**config.mk**
```make
export PLATFORM = sky130hd
export DESIGN_NAME = sliding_window_maximum
export DESIGN_NICKNAME = d
export VERILOG_FILES = /design/src/rtl/swm_pkg.sv /design/src/rtl/sliding_window_maximum.sv /design/src/rtl/swm_ram.sv /design/src/rtl/swm_datapath.sv /design/src/rtl/swm_ctrl.sv
export SDC_FILE = /design/constraint.sdc
export NUM_CORES = 2
export LEC_CHECK = 0
export BUFFER_PORTS_ARGS = -buffer_cell sky130_fd_sc_hd__buf_2
export CAP_MARGIN = 20
export CORE_MARGIN = 2
export CORE_UTILIZATION = 62
export CTS_BUF_LIST = sky130_fd_sc_hd__clkbuf_8 sky130_fd_sc_hd__clkbuf_16
export CTS_CLUSTER_DIAMETER = 150
export CTS_CLUSTER_SIZE = 24
export DETAILED_ROUTE_END_ITERATION = 16
export PLACE_DENSITY = 0.86
export SKIP_CTS_REPAIR_TIMING = 1
export SYNTH_ARGS = -nofsm -noshare
export SYNTH_HDL_FRONTEND = slang
export SYNTH_SLANG_ARGS = --single-unit
```
**constraint.sdc**
```tcl
create_clock -name clk -period 5.11 [get_ports clk]
set_clock_uncertainty 0.1 [all_clocks]
set_input_delay 0.7665 -clock clk [delete_from_list [all_inputs] [get_ports clk]]
set_output_delay 0.7665 -clock clk [all_outputs]
set_load 0.05 [all_outputs]
```
**src/rtl/swm_pkg.sv**
```systemverilog
// Shared types and constants for the sliding window maximum block.
// No dependencies; every other file except swm_ram refers to this package by scoped names.
package swm_pkg;

	// Default sizes of the sample store.
	localparam int unsigned WINDOW_MAX_DEF = 64;
	localparam int unsigned DATA_WIDTH_DEF = 16;

	// Fixed widths of the ports.
	localparam int unsigned SAMPLE_W = 16;
	localparam int unsigned WSIZE_W  = 7;
	localparam int unsigned APB_ADDR_W = 3;
	localparam int unsigned APB_DATA_W = 32;

	// Register map: index is the byte address divided by four.
	localparam int unsigned REG_IDX_W = APB_ADDR_W - 2;
	localparam logic [REG_IDX_W-1:0] REG_WINDOW_SIZE = '0;
	localparam logic [WSIZE_W-1:0] WSIZE_RESET = 7'd1;

	// Commands from the controller to the datapath.
	typedef struct packed {
		logic load_sample;
		logic evict;
		logic scan;
		logic write;
		logic load_out;
	} swm_cmd_t;

	// Status from the datapath to the controller.
	typedef struct packed {
		logic full;
		logic emit;
		logic gone_is_max;
		logic fill_one;
		logic scan_last;
	} swm_status_t;

endpackage

```
**src/rtl/sliding_window_maximum.sv**
```systemverilog
// Top level of the sliding window maximum: APB register decode and the
// controller, datapath and sample memory. Depends on swm_pkg, swm_ram,
// swm_datapath and swm_ctrl.
//
//   Channel   Handshake             Payload        Direction
//   input     in_valid / in_ready   sample         into block
//   output    out_valid / out_ready window_max     out of block
//   config    psel / penable        pwdata, paddr  APB write/read, pready = 1
//
// An item passes through IDLE and WRITE while the window fills, through IDLE,
// CHECK and WRITE once it is full, and through CHECK, SCAN and WRITE when the
// evicted sample was the maximum: the remaining samples are read back one per
// cycle through the single registered read port of the sample memory.
// After reset the block is ready at once; the memory needs no clearing.
// A new item is taken while a result waits; the block stalls only when a
// second result is ready before the first one has been taken.
module sliding_window_maximum #(
	parameter int unsigned WINDOW_MAX = swm_pkg::WINDOW_MAX_DEF,
	parameter int unsigned DATA_WIDTH = swm_pkg::DATA_WIDTH_DEF
) (
	input  logic                              clk,
	input  logic                              arst_n,
	input  logic                              psel,
	input  logic                              penable,
	input  logic                              pwrite,
	input  logic [swm_pkg::APB_ADDR_W-1:0]    paddr,
	input  logic [swm_pkg::APB_DATA_W-1:0]    pwdata,
	output logic [swm_pkg::APB_DATA_W-1:0]    prdata,
	output logic                              pready,
	input  logic                              in_valid,
	output logic                              in_ready,
	input  logic [swm_pkg::SAMPLE_W-1:0]      sample,
	output logic                              out_valid,
	input  logic                              out_ready,
	output logic [swm_pkg::SAMPLE_W-1:0]      window_max
);

	localparam int unsigned IDX_W = (WINDOW_MAX > 1) ? $clog2(WINDOW_MAX) : 1;

	swm_pkg::swm_cmd_t           cmd;
	swm_pkg::swm_status_t        status;
	logic                        reg_hit;
	logic                        cfg_we;
	logic [swm_pkg::WSIZE_W-1:0] window_size;
	logic                        ram_we;
	logic [IDX_W-1:0]            ram_waddr;
	logic [DATA_WIDTH-1:0]       ram_wdata;
	logic [IDX_W-1:0]            ram_raddr;
	logic [DATA_WIDTH-1:0]       ram_rdata;

	// Register decode: one register, window_size, at byte address zero.
	assign reg_hit = (paddr[swm_pkg::APB_ADDR_W-1:2] == swm_pkg::REG_WINDOW_SIZE);
	assign cfg_we  = psel && penable && pwrite && pready && reg_hit;
	assign pready  = 1'b1;
	assign prdata  = reg_hit ? swm_pkg::APB_DATA_W'(window_size) : '0;

	swm_ctrl u_ctrl (
		.clk       (clk),
		.arst_n    (arst_n),
		.in_valid  (in_valid),
		.in_ready  (in_ready),
		.out_valid (out_valid),
		.out_ready (out_ready),
		.status    (status),
		.cmd       (cmd)
	);

	swm_datapath #(
		.WINDOW_MAX (WINDOW_MAX),
		.DATA_WIDTH (DATA_WIDTH)
	) u_datapath (
		.clk         (clk),
		.arst_n      (arst_n),
		.cfg_we      (cfg_we),
		.cfg_wdata   (pwdata[swm_pkg::WSIZE_W-1:0]),
		.sample      (sample),
		.cmd         (cmd),
		.status      (status),
		.window_size (window_size),
		.window_max  (window_max),
		.ram_we      (ram_we),
		.ram_waddr   (ram_waddr),
		.ram_wdata   (ram_wdata),
		.ram_raddr   (ram_raddr),
		.ram_rdata   (ram_rdata)
	);

	swm_ram #(
		.WIDTH (DATA_WIDTH),
		.DEPTH (WINDOW_MAX)
	) u_store (
		.clk   (clk),
		.we    (ram_we),
		.waddr (ram_waddr),
		.wdata (ram_wdata),
		.raddr (ram_raddr),
		.rdata (ram_rdata)
	);

endmodule

```
**src/rtl/swm_ram.sv**
```systemverilog
// Generic single-write, single-read memory with a registered read port.
// No dependencies.
module swm_ram #(
	parameter int unsigned WIDTH = 16,
	parameter int unsigned DEPTH = 64,
	localparam int unsigned AW = (DEPTH > 1) ? $clog2(DEPTH) : 1
) (
	input  logic                  clk,
	input  logic                  we,
	input  logic [AW-1:0]         waddr,
	input  logic [WIDTH-1:0]      wdata,
	input  logic [AW-1:0]         raddr,
	output logic [WIDTH-1:0]      rdata
);

	logic [WIDTH-1:0] mem_q [DEPTH];
	logic [WIDTH-1:0] rdata_q;

	// Write port and registered read port.
	always_ff @(posedge clk) begin
		if (we) begin
			mem_q[waddr] <= wdata;
		end
		rdata_q <= mem_q[raddr];
	end

	assign rdata = rdata_q;

endmodule

```
**src/rtl/swm_datapath.sv**
```systemverilog
// Datapath of the sliding window maximum: window pointers, running maximum,
// rescan counters and the result register. Depends on swm_pkg.
module swm_datapath #(
	parameter int unsigned WINDOW_MAX = swm_pkg::WINDOW_MAX_DEF,
	parameter int unsigned DATA_WIDTH = swm_pkg::DATA_WIDTH_DEF,
	localparam int unsigned IDX_W = (WINDOW_MAX > 1) ? $clog2(WINDOW_MAX) : 1
) (
	input  logic                           clk,
	input  logic                           arst_n,
	input  logic                           cfg_we,
	input  logic [swm_pkg::WSIZE_W-1:0]    cfg_wdata,
	input  logic [swm_pkg::SAMPLE_W-1:0]   sample,
	input  swm_pkg::swm_cmd_t              cmd,
	output swm_pkg::swm_status_t           status,
	output logic [swm_pkg::WSIZE_W-1:0]    window_size,
	output logic [swm_pkg::SAMPLE_W-1:0]   window_max,
	output logic                           ram_we,
	output logic [IDX_W-1:0]               ram_waddr,
	output logic [DATA_WIDTH-1:0]          ram_wdata,
	output logic [IDX_W-1:0]               ram_raddr,
	input  logic [DATA_WIDTH-1:0]          ram_rdata
);

	localparam int unsigned FILL_W = $clog2(WINDOW_MAX + 1);
	localparam int unsigned SUM_W  = FILL_W + 1;

	logic [swm_pkg::WSIZE_W-1:0] window_size_q;
	logic [IDX_W-1:0]            oldest_q;
	logic [FILL_W-1:0]           fill_q;
	logic [DATA_WIDTH-1:0]       max_q;
	logic [IDX_W-1:0]            scan_ptr_q;
	logic [FILL_W-1:0]           remain_q;
	logic                        pend_q;
	logic [DATA_WIDTH-1:0]       sample_q;
	logic [swm_pkg::SAMPLE_W-1:0] window_max_q;

	logic [FILL_W-1:0]     k_eff;
	logic [IDX_W-1:0]      oldest_nx;
	logic [FILL_W-1:0]     fill_inc;
	logic [FILL_W-1:0]     fill_dec;
	logic [SUM_W-1:0]      wsum;
	logic [SUM_W-1:0]      wsum_wrap;
	logic [DATA_WIDTH-1:0] max_up;
	logic [31:0]           sample_wide;
	logic [31:0]           max_wide;

	// Advance a ring position by one, wrapping at the store depth.
	function automatic logic [IDX_W-1:0] ring_inc(input logic [IDX_W-1:0] p);
		logic [IDX_W:0] nx;
		logic [IDX_W:0] nx_wrap;
		nx      = {1'b0, p} + (IDX_W+1)'(1);
		nx_wrap = nx - (IDX_W+1)'(WINDOW_MAX);
		if (nx >= (IDX_W+1)'(WINDOW_MAX)) begin
			return nx_wrap[IDX_W-1:0];
		end
		return nx[IDX_W-1:0];
	endfunction

	// Effective window length: zero acts as one, large values saturate.
	always_comb begin
		if (window_size_q == '0) begin
			k_eff = FILL_W'(1);
		end else if (32'(window_size_q) > 32'(WINDOW_MAX)) begin
			k_eff = FILL_W'(WINDOW_MAX);
		end else begin
			k_eff = FILL_W'(window_size_q);
		end
	end

	// Pointer arithmetic for eviction and for the slot of the new sample.
	always_comb begin
		oldest_nx = ring_inc(oldest_q);
		fill_inc  = fill_q + FILL_W'(1);
		fill_dec  = fill_q - FILL_W'(1);
		wsum      = SUM_W'(oldest_q) + SUM_W'(fill_q);
		wsum_wrap = wsum - SUM_W'(WINDOW_MAX);
		if (wsum >= SUM_W'(WINDOW_MAX)) begin
			ram_waddr = IDX_W'(wsum_wrap);
		end else begin
			ram_waddr = IDX_W'(wsum);
		end
		max_up = (sample_q > max_q) ? sample_q : max_q;
	end

	// Input sample cut or extended to the stored width, result to port width.
	assign sample_wide = 32'(sample);
	assign max_wide    = 32'(max_up);

	// Status toward the controller.
	always_comb begin
		status.full        = (fill_q >= k_eff);
		status.emit        = (fill_inc == k_eff);
		status.gone_is_max = (ram_rdata == max_q);
		status.fill_one    = (fill_q == FILL_W'(1));
		status.scan_last   = (remain_q == '0);
	end

	// Memory ports: the oldest entry is read by default, rescan reads otherwise.
	assign ram_raddr = cmd.scan ? scan_ptr_q : oldest_q;
	assign ram_we    = cmd.write;
	assign ram_wdata = sample_q;

	// Window state, running maximum and rescan counters.
	always_ff @(posedge clk or negedge arst_n) begin
		if (!arst_n) begin
			window_size_q <= swm_pkg::WSIZE_RESET;
			oldest_q      <= '0;
			fill_q        <= '0;
			max_q         <= '0;
			scan_ptr_q    <= '0;
			remain_q      <= '0;
			pend_q        <= 1'b0;
		end else if (cfg_we) begin
			window_size_q <= cfg_wdata;
			oldest_q      <= '0;
			fill_q        <= '0;
			max_q         <= '0;
			pend_q        <= 1'b0;
		end else begin
			if (cmd.evict) begin
				oldest_q <= oldest_nx;
				fill_q   <= fill_dec;
				if (status.gone_is_max) begin
					max_q      <= '0;
					scan_ptr_q <= oldest_nx;
					remain_q   <= fill_dec;
					pend_q     <= 1'b0;
				end
			end
			if (cmd.scan) begin
				if (remain_q != '0) begin
					scan_ptr_q <= ring_inc(scan_ptr_q);
					remain_q   <= remain_q - FILL_W'(1);
					pend_q     <= 1'b1;
				end else begin
					pend_q <= 1'b0;
				end
				if (pend_q && (ram_rdata > max_q)) begin
					max_q <= ram_rdata;
				end
			end
			if (cmd.write) begin
				fill_q <= fill_inc;
				max_q  <= max_up;
			end
		end
	end

	// Captured sample and the result register.
	always_ff @(posedge clk) begin
		if (cmd.load_sample) begin
			sample_q <= sample_wide[DATA_WIDTH-1:0];
		end
		if (cmd.load_out) begin
			window_max_q <= max_wide[swm_pkg::SAMPLE_W-1:0];
		end
	end

	assign window_size = window_size_q;
	assign window_max  = window_max_q;

endmodule

```
**src/rtl/swm_ctrl.sv**
```systemverilog
// Controller of the sliding window maximum: sequences accept, eviction,
// rescan and write, and owns the handshake flags. Depends on swm_pkg.
module swm_ctrl (
	input  logic                  clk,
	input  logic                  arst_n,
	input  logic                  in_valid,
	output logic                  in_ready,
	output logic                  out_valid,
	input  logic                  out_ready,
	input  swm_pkg::swm_status_t  status,
	output swm_pkg::swm_cmd_t     cmd
);

	typedef enum logic [3:0] {
		ST_IDLE  = 4'b0001,
		ST_CHECK = 4'b0010,
		ST_SCAN  = 4'b0100,
		ST_WRITE = 4'b1000
	} swm_state_t;

	swm_state_t state_q;
	swm_state_t state_nx;
	logic       out_valid_q;
	logic       out_blocked;

	// A result cannot be loaded while the previous one is still waiting.
	assign out_blocked = status.emit && out_valid_q && !out_ready;

	// Next state and commands.
	always_comb begin
		state_nx = state_q;
		cmd      = '0;
		in_ready = 1'b0;
		case (state_q)
			ST_IDLE: begin
				in_ready = 1'b1;
				if (in_valid) begin
					cmd.load_sample = 1'b1;
					state_nx = status.full ? ST_CHECK : ST_WRITE;
				end
			end
			ST_CHECK: begin
				cmd.evict = 1'b1;
				if (status.gone_is_max && !status.fill_one) begin
					state_nx = ST_SCAN;
				end else begin
					state_nx = ST_WRITE;
				end
			end
			ST_SCAN: begin
				cmd.scan = 1'b1;
				if (status.scan_last) begin
					state_nx = ST_WRITE;
				end
			end
			ST_WRITE: begin
				if (!out_blocked) begin
					cmd.write    = 1'b1;
					cmd.load_out = status.emit;
					state_nx     = ST_IDLE;
				end
			end
			default: begin
				state_nx = ST_IDLE;
			end
		endcase
	end

	// State register and output valid flag.
	always_ff @(posedge clk or negedge arst_n) begin
		if (!arst_n) begin
			state_q     <= ST_IDLE;
			out_valid_q <= 1'b0;
		end else begin
			state_q <= state_nx;
			if (cmd.load_out) begin
				out_valid_q <= 1'b1;
			end else if (out_ready) begin
				out_valid_q <= 1'b0;
			end
		end
	end

	assign out_valid = out_valid_q;

endmodule
```
; After elaboration in Yosys (flattened, before gate mapping)
; Memories as Yosys holds them, arrays and structs flattened. A register that Yosys moved wholly into a read port is not among the register bits.
; Cells that the tools add are included.
[classes]
eq_ne = 10
n_lt_le_gt_ge = 7
n_addsub = 9
n_mux = 56
n_reduce_logical = 19
bitwise_logic = 1
[op_table]
columns = cell, count
row1 = $mux W16, 7
row2 = $mux W6, 12
row3 = $mux W7, 10
row4 = $gt A16 B16 Y1, 2
row5 = $mux W4, 5
row6 = $mux W1, 19
row7 = $sub A6 B1 Y6 const B, 3
row8 = $eq A16 B16 Y1, 1
row9 = $pmux W4 S4, 1
row10 = $add A6 B1 Y7 const B, 2
row11 = $ge A7 B7 Y1 const B, 2
row12 = $logic_not A7 Y1, 2
row13 = $sub A7 B1 Y7 const B, 2
row14 = $reduce_bool A3 Y1, 3
row15 = $add A6 B7 Y8, 1
row16 = $ge A8 B7 Y1 const B, 1
row17 = $add A7 B1 Y7 const B, 1
row18 = $eq A7 B1 Y1 const B, 1
row19 = $eq A7 B7 Y1, 1
row20 = $ge A7 B7 Y1, 1
row21 = $gt A7 B7 Y1 const B, 1
row22 = $logic_and A1 B1 Y1, 7
row23 = $reduce_bool A7 Y1, 1
row24 = $ne A2 B2 Y1 const B, 3
row25 = 10 further kinds, 13
[totals]
in_bits = 58
regBits = 87
memories = 1
ram_bits = 1024
word_cells = 114
[memory_table]
columns = memory, words, word_bits, rd, rd_clocked_by_memory_dff, wr, line
row1 = u_store.mem_q, 64, 16, 1, 1, 1, swm_ram.sv:16  ; logic [WIDTH-1:0] mem_q [DEPTH];

; Logic depth before layout (Yosys ltp)
[depth]
ltp_word = 10
ltp_mapped = 12

; Hierarchy
; A second synthesis with hierarchy kept.
[unflattened]
hier_cells = 2466
hier_area_um2 = 46214.3
[modules_own_cells]
columns = mod, cells_per_inst, area_per_inst_um2, seq_area_each_um2, instances
row1 = swm_ram, 1829, 40042.2, 31069.8, 1
row2 = swm_datapath, 563, 5511.5, 2213.4, 1
row3 = swm_ctrl, 38, 386.6, 126.4, 1
row4 = sliding_window_maximum, 36, 274.0, 0.0, 1

; Worst setup path before layout
; OpenSTA, ideal clock, no wires.
[synth_timing]
path_type = register -> register
start = register u_datapath.fill_q[1]
end = memory u_store.mem_q[18][0], enable pin
stages_incl_launch_ff = 10
slack_ps = 823
n_path_buf = 1
t_arrival_ps = 3757
period_less_slack_ps = 4287
setup_ps = 430
path_cell_list = dfrtp_1 -> ha_1 -> nand3_2 -> o21a_1 -> o21ai_0 -> a2111oi_4 -> a21oi_2 -> nand2_1 -> buf_2 -> nor4_1
[synth_between]
elab_chain_cells = 8
word_cells_on_any_way = 12
classes_between = add/sub (3) / order compare (1) / eq/ne (1) / mux (5) / reduce/logical (2)
[synth_rtl]
columns = element, line
row1 = start: declaration, swm_datapath.sv:29  ; logic [FILL_W-1:0] fill_q;
row2 = start signal: assignment, swm_datapath.sv:122  ; fill_q <= fill_dec;
row3 = start signal: assignment, swm_datapath.sv:143  ; fill_q <= fill_inc;
row4 = $add A7 B1 Y7, swm_datapath.sv:73  ; fill_inc = fill_q + FILL_W'(1);
row5 = $eq A7 B7 Y1, swm_datapath.sv:92  ; status.emit = (fill_inc == k_eff);
row6 = $logic_and A1 B1 Y1 (2 in series), swm_ctrl.sv:27  ; assign out_blocked = status.emit && out_valid_q && !out_ready;
row7 = $mux W2, swm_ctrl.sv:57  ; if (!out_blocked) begin
row8 = $mux W2, swm_ctrl.sv:34  ; case (state_q)
row9 = $mux W1, swm_ram.sv:21  ; if (we) begin
row10 = $mux W1 (implied by the code), swm_ram.sv:22  ; mem_q[waddr] <= wdata;
row11 = end: declaration, swm_ram.sv:16
; Several ways; a longest one is shown, not always the timed one.

; Worst setup path in the final report
[layout_timing]
start = register u_ctrl.state_q[1]
end = register u_store.rdata_q[9], in the netlist u_store.rdata[9], read port of u_store.mem_q
[layout_between]
elab_chain_cells = 3
[layout_rtl]
columns = element, line
row1 = start: declaration, swm_ctrl.sv:21  ; swm_state_t state_q;
row2 = start signal: assignment, swm_ctrl.sv:75  ; state_q <= state_nx;
row3 = $eq A4 B3 Y1, swm_ctrl.sv:34
row4 = $mux W1, swm_ctrl.sv:34
row5 = $mux W6, swm_datapath.sv:99  ; assign ram_raddr = cmd.scan ? scan_ptr_q : oldest_q;
row6 = end: declaration, swm_ram.sv:17  ; logic [WIDTH-1:0] rdata_q;
; Every way passes these cells.
; A chain may end at the register's enable or synchronous reset.

==> metrics.yaml <==
grt:
  grt_start_max_net_pins: 95
  grt.total_usage: 0.313
  grt_overflow_total: 0
  antenna_found_initial: 5
  grt_pass1_vias: 27200
  grt_pass1_wl_um: 176000
floorplan:
  start_util: 0.629
  die_w_um: 276
  io_pins: 109
  rows: 99
  die_h_um: 276
  coreArea_um2: 73200
  dieArea_um2: 76400
layout:
  multi_input_area_um2: 11900
  area_growth_pct: 7.81
  mostFrequentLayoutCells: "edfxtp_1, nand2_1, nand3_1"
  regArea_um2: 33400
  layout-drive-gt1-share: 0.154
  fill_cells: 4478
  final_common_cell: "edfxtp_1"
  nets: 3169
  fin_util: 0.678
placed_design:
  hpwl_um: 75100
  place.gp.congestion: 0.928
  portBuffers: 55
  preCtsSetupSlack_ns: 0.984
sta:
  worstMarginPinSlew_ns: 1.16
  finalMaxSlewViolations: 0
  setup_viol: 0
  max_slew_margin: 0.219
  fin_crit_sh: 0.883
  min_period_ns: 4.51
  fmax_mhz: 222
  hold_violations: 0
  fin_ws_ns: 0.598
  rsz0062_at_grt: "false"
  hold_slack_ns: 0.165
  timing.setup.tns_ns: 0
cts:
  clk-insertion-delay-late_ns: 0.66
  clkTransAtPathRegs_ns: 0.10
  cts_tree: "yes"
  cts-root-buf: "clkbuf_16"
  clock-sinks: 1127
  cts_buffers: 52
  cts_max_path_buffers: 3
  h-tree-depth: 2
power_and_ir_drop:
  seqPwrFrac: 0.515
  vdd_drop_max_uv: 337
  power_leakage_nw: 16.6
  p_comb_frac: 0.275
  power_switching_share: 0.327
  clkPwrFrac: 0.210
  power_density_nw_per_um2: 438
  p_total_mw: 21.7
  p_switching_mw: 7.10
  p_int_mw: 14.6
job:
  max_cap_viol_count: 0
drt:
  wl_per_cell_um: 29.9
  vias: 28200
  drt-initial-drc-count: 4928
  firstDrtPassIters: 7
  postRouteAntennaNets: 0
  vias_per_cell: 6.99
  routed_wl_um: 121000
  drc: 0
critical_path:
  cp.arrival_ns: 5.01
  cp-end-kind: "flop"
  slowest_delay_ns: 1.08
  worstPathRequired_ns: 5.60
  crit_chain: "nor4b_4, buf_4, mux2_4, nor2_2, a32oi_1, a311oi_1, a221o_1"
  path_max_fanout: 35
  cpMaxStageDelayCell: "a311oi_1"
  criticalPathCategory: "flop to flop"
  startpoint_type: "flop"
status:
  outcome: "completed"
logic_synthesis:
  synth_area_um2: 46000
  yosys_warnings: 0
  syn_area_per_cell_um2: 15.5
  seq_area_frac_synth: 0.726
  ys_ff_latch: 1127
  syn_inst: 2970
  ys_types: 89
  synthFlopType: "edfxtp_1"
  async_reset_ff_frac: 0.0488
  synth_edf_count: 1056
worst_hold_path:
  hold_class: "input port to asynchronous set/reset pin"
critical path, delay by kind of cell (launching register included):
| kind | cells | cell delay, ns |
|---|---|---|
| AO/OA/AOI/OAI | 3 | 1.63 |
| buffers and inverters | 1 | 0.36 |
| multiplexers | 1 | 0.59 |
| flip-flops | 1 | 0.48 |
| AND/OR/NAND/NOR | 2 | 1.26 |
cell usage after synthesis, types with 5 or more instances:
master / number / share of area
nand2_1: 510 / 0.042
and3_1: 7 / 0.00095
dfxtp_1: 16 / 0.0070
nor4_1: 36 / 0.0049
mux2i_1: 88 / 0.019
a32oi_1: 32 / 0.0061
nand3_1: 208 / 0.023
a221o_1: 7 / 0.0015
nor2_2: 6 / 0.00082
a22o_1: 5 / 0.00095
edfxtp_1: 1056 / 0.69
inv_1: 26 / 0.0021
dfrtp_1: 53 / 0.029
a31oi_1: 38 / 0.0052
nand2b_1: 12 / 0.0016
o2111ai_1: 11 / 0.0021
a21o_1: 9 / 0.0015
o211a_1: 16 / 0.0035
a311oi_1: 7 / 0.0013
xnor2_1: 15 / 0.0029
xor2_1: 10 / 0.0019
o311ai_1: 15 / 0.0029
o21ai_0: 39 / 0.0042
o21ai_1: 8 / 0.00087
a21oi_1: 78 / 0.0085
o21a_1: 7 / 0.0011
buf_1: 9 / 0.00073
clkbuf_1: 67 / 0.0055
nor2_1: 48 / 0.0039
nand4_1: 34 / 0.0046
a22oi_1: 74 / 0.012
nor3_1: 43 / 0.0047
buf_4: 50 / 0.0082
mux4_2: 102 / 0.050
nor2b_1: 11 / 0.0015
buf_2: 51 / 0.0055
and4_1: 5 / 0.00095
ha_1: 50 / 0.014
buf_6: 12 / 0.0029
mux2_2: 20 / 0.0049
registers in the layout (all words and copies together), names as in the netlist:
register	count
u_datapath.pend_q	1
u_ctrl.out_valid	1
u_datapath.window_max	16
u_store.rdata	16
u_store.mem_q	1024
u_datapath.scan_ptr_q	6
u_datapath.remain_q	7
u_datapath.ram_wdata	16
u_datapath.max_q	16
u_datapath.fill_q	7
u_datapath.window_size	7
u_ctrl.state_q	4
u_datapath.oldest_q	6
stage by stage:
| step | instances | area (um2) |
|---|---|---|
| CTS | 4034 | 49500 |
| detailed placement | 3958 | 48100 |
| global route | 4041 | 49600 |
| finish | 4042 | 49600 |
| floorplan | 2994 | 46100 |
| global placement | 3956 | 48000 |
per-layer routing:
layer  GRT usage  wire length (um)  share of wire  up-vias
li1            -                 -              -    11600
met1       0.418             41900           0.35    13900
met2       0.486             55400           0.46     2316
met3      0.0800             16600           0.14      386
met4       0.150              6840          0.057        8
met5           0                54        0.00045        -
cells by family (layout without fill, tap and decap cells):
| group | Yosys count | after routing | share of synthesized area |
|---|---|---|---|
| compound gates | 384 | 384 | 0.0592 |
| xor+xnor | 27 | 27 | 0.00576 |
| fa+ha+maj | 51 | 51 | 0.0140 |
| buf+inv | 218 | 306 | 0.0258 |
| flops | 1127 | 1127 | 0.726 |
| mux | 214 | 214 | 0.0751 |
| other cells | 2 | 27 | 0.000163 |
| simple gates | 947 | 947 | 0.0938 |
power by group through the flow:
stage / clock network, mW / registers [mW] / logic, mW
after detailed placement: 0 / 11.4 / 5.70
after floorplan: 0 / 11.4 / 3.59
final: 4.57 / 11.2 / 5.96
after global placement: 0 / 11.4 / 5.43
after CTS: 4.54 / 11.2 / 5.73
after global routing: 4.86 / 11.2 / 6.27
final timing paths:
check / start / endpoint / slack [ns] / cells past startpoint
hold reg to reg: u_datapath.window_size[0] / u_datapath.window_size[0] / 0.39 / 2
setup reg to reg: u_ctrl.state_q[1] / u_store.rdata[9] / 0.60 / 7
min in group clk: sample[6] / u_datapath.ram_wdata[6] / 0.19 / 1
hold / removal: arst_n / u_datapath.window_size[6] / 0.17 / 2
setup / recovery: u_ctrl.state_q[1] / u_store.rdata[9] / 0.60 / 7
max in group asynchronous: arst_n / u_datapath.max_q[0] / 4.26 / 2
final cells by class:
cell class	count	area share
inverter	27	0.00204
clock buffer	53	0.0267
antenna	1	0.0000504
sequential	1127	0.673
clock inverter	23	0.00194
tap	959	0.0242
multi-input combinational	1649	0.240
timing repair buffer	203	0.0312
Power figures use the tool's default switching activity.
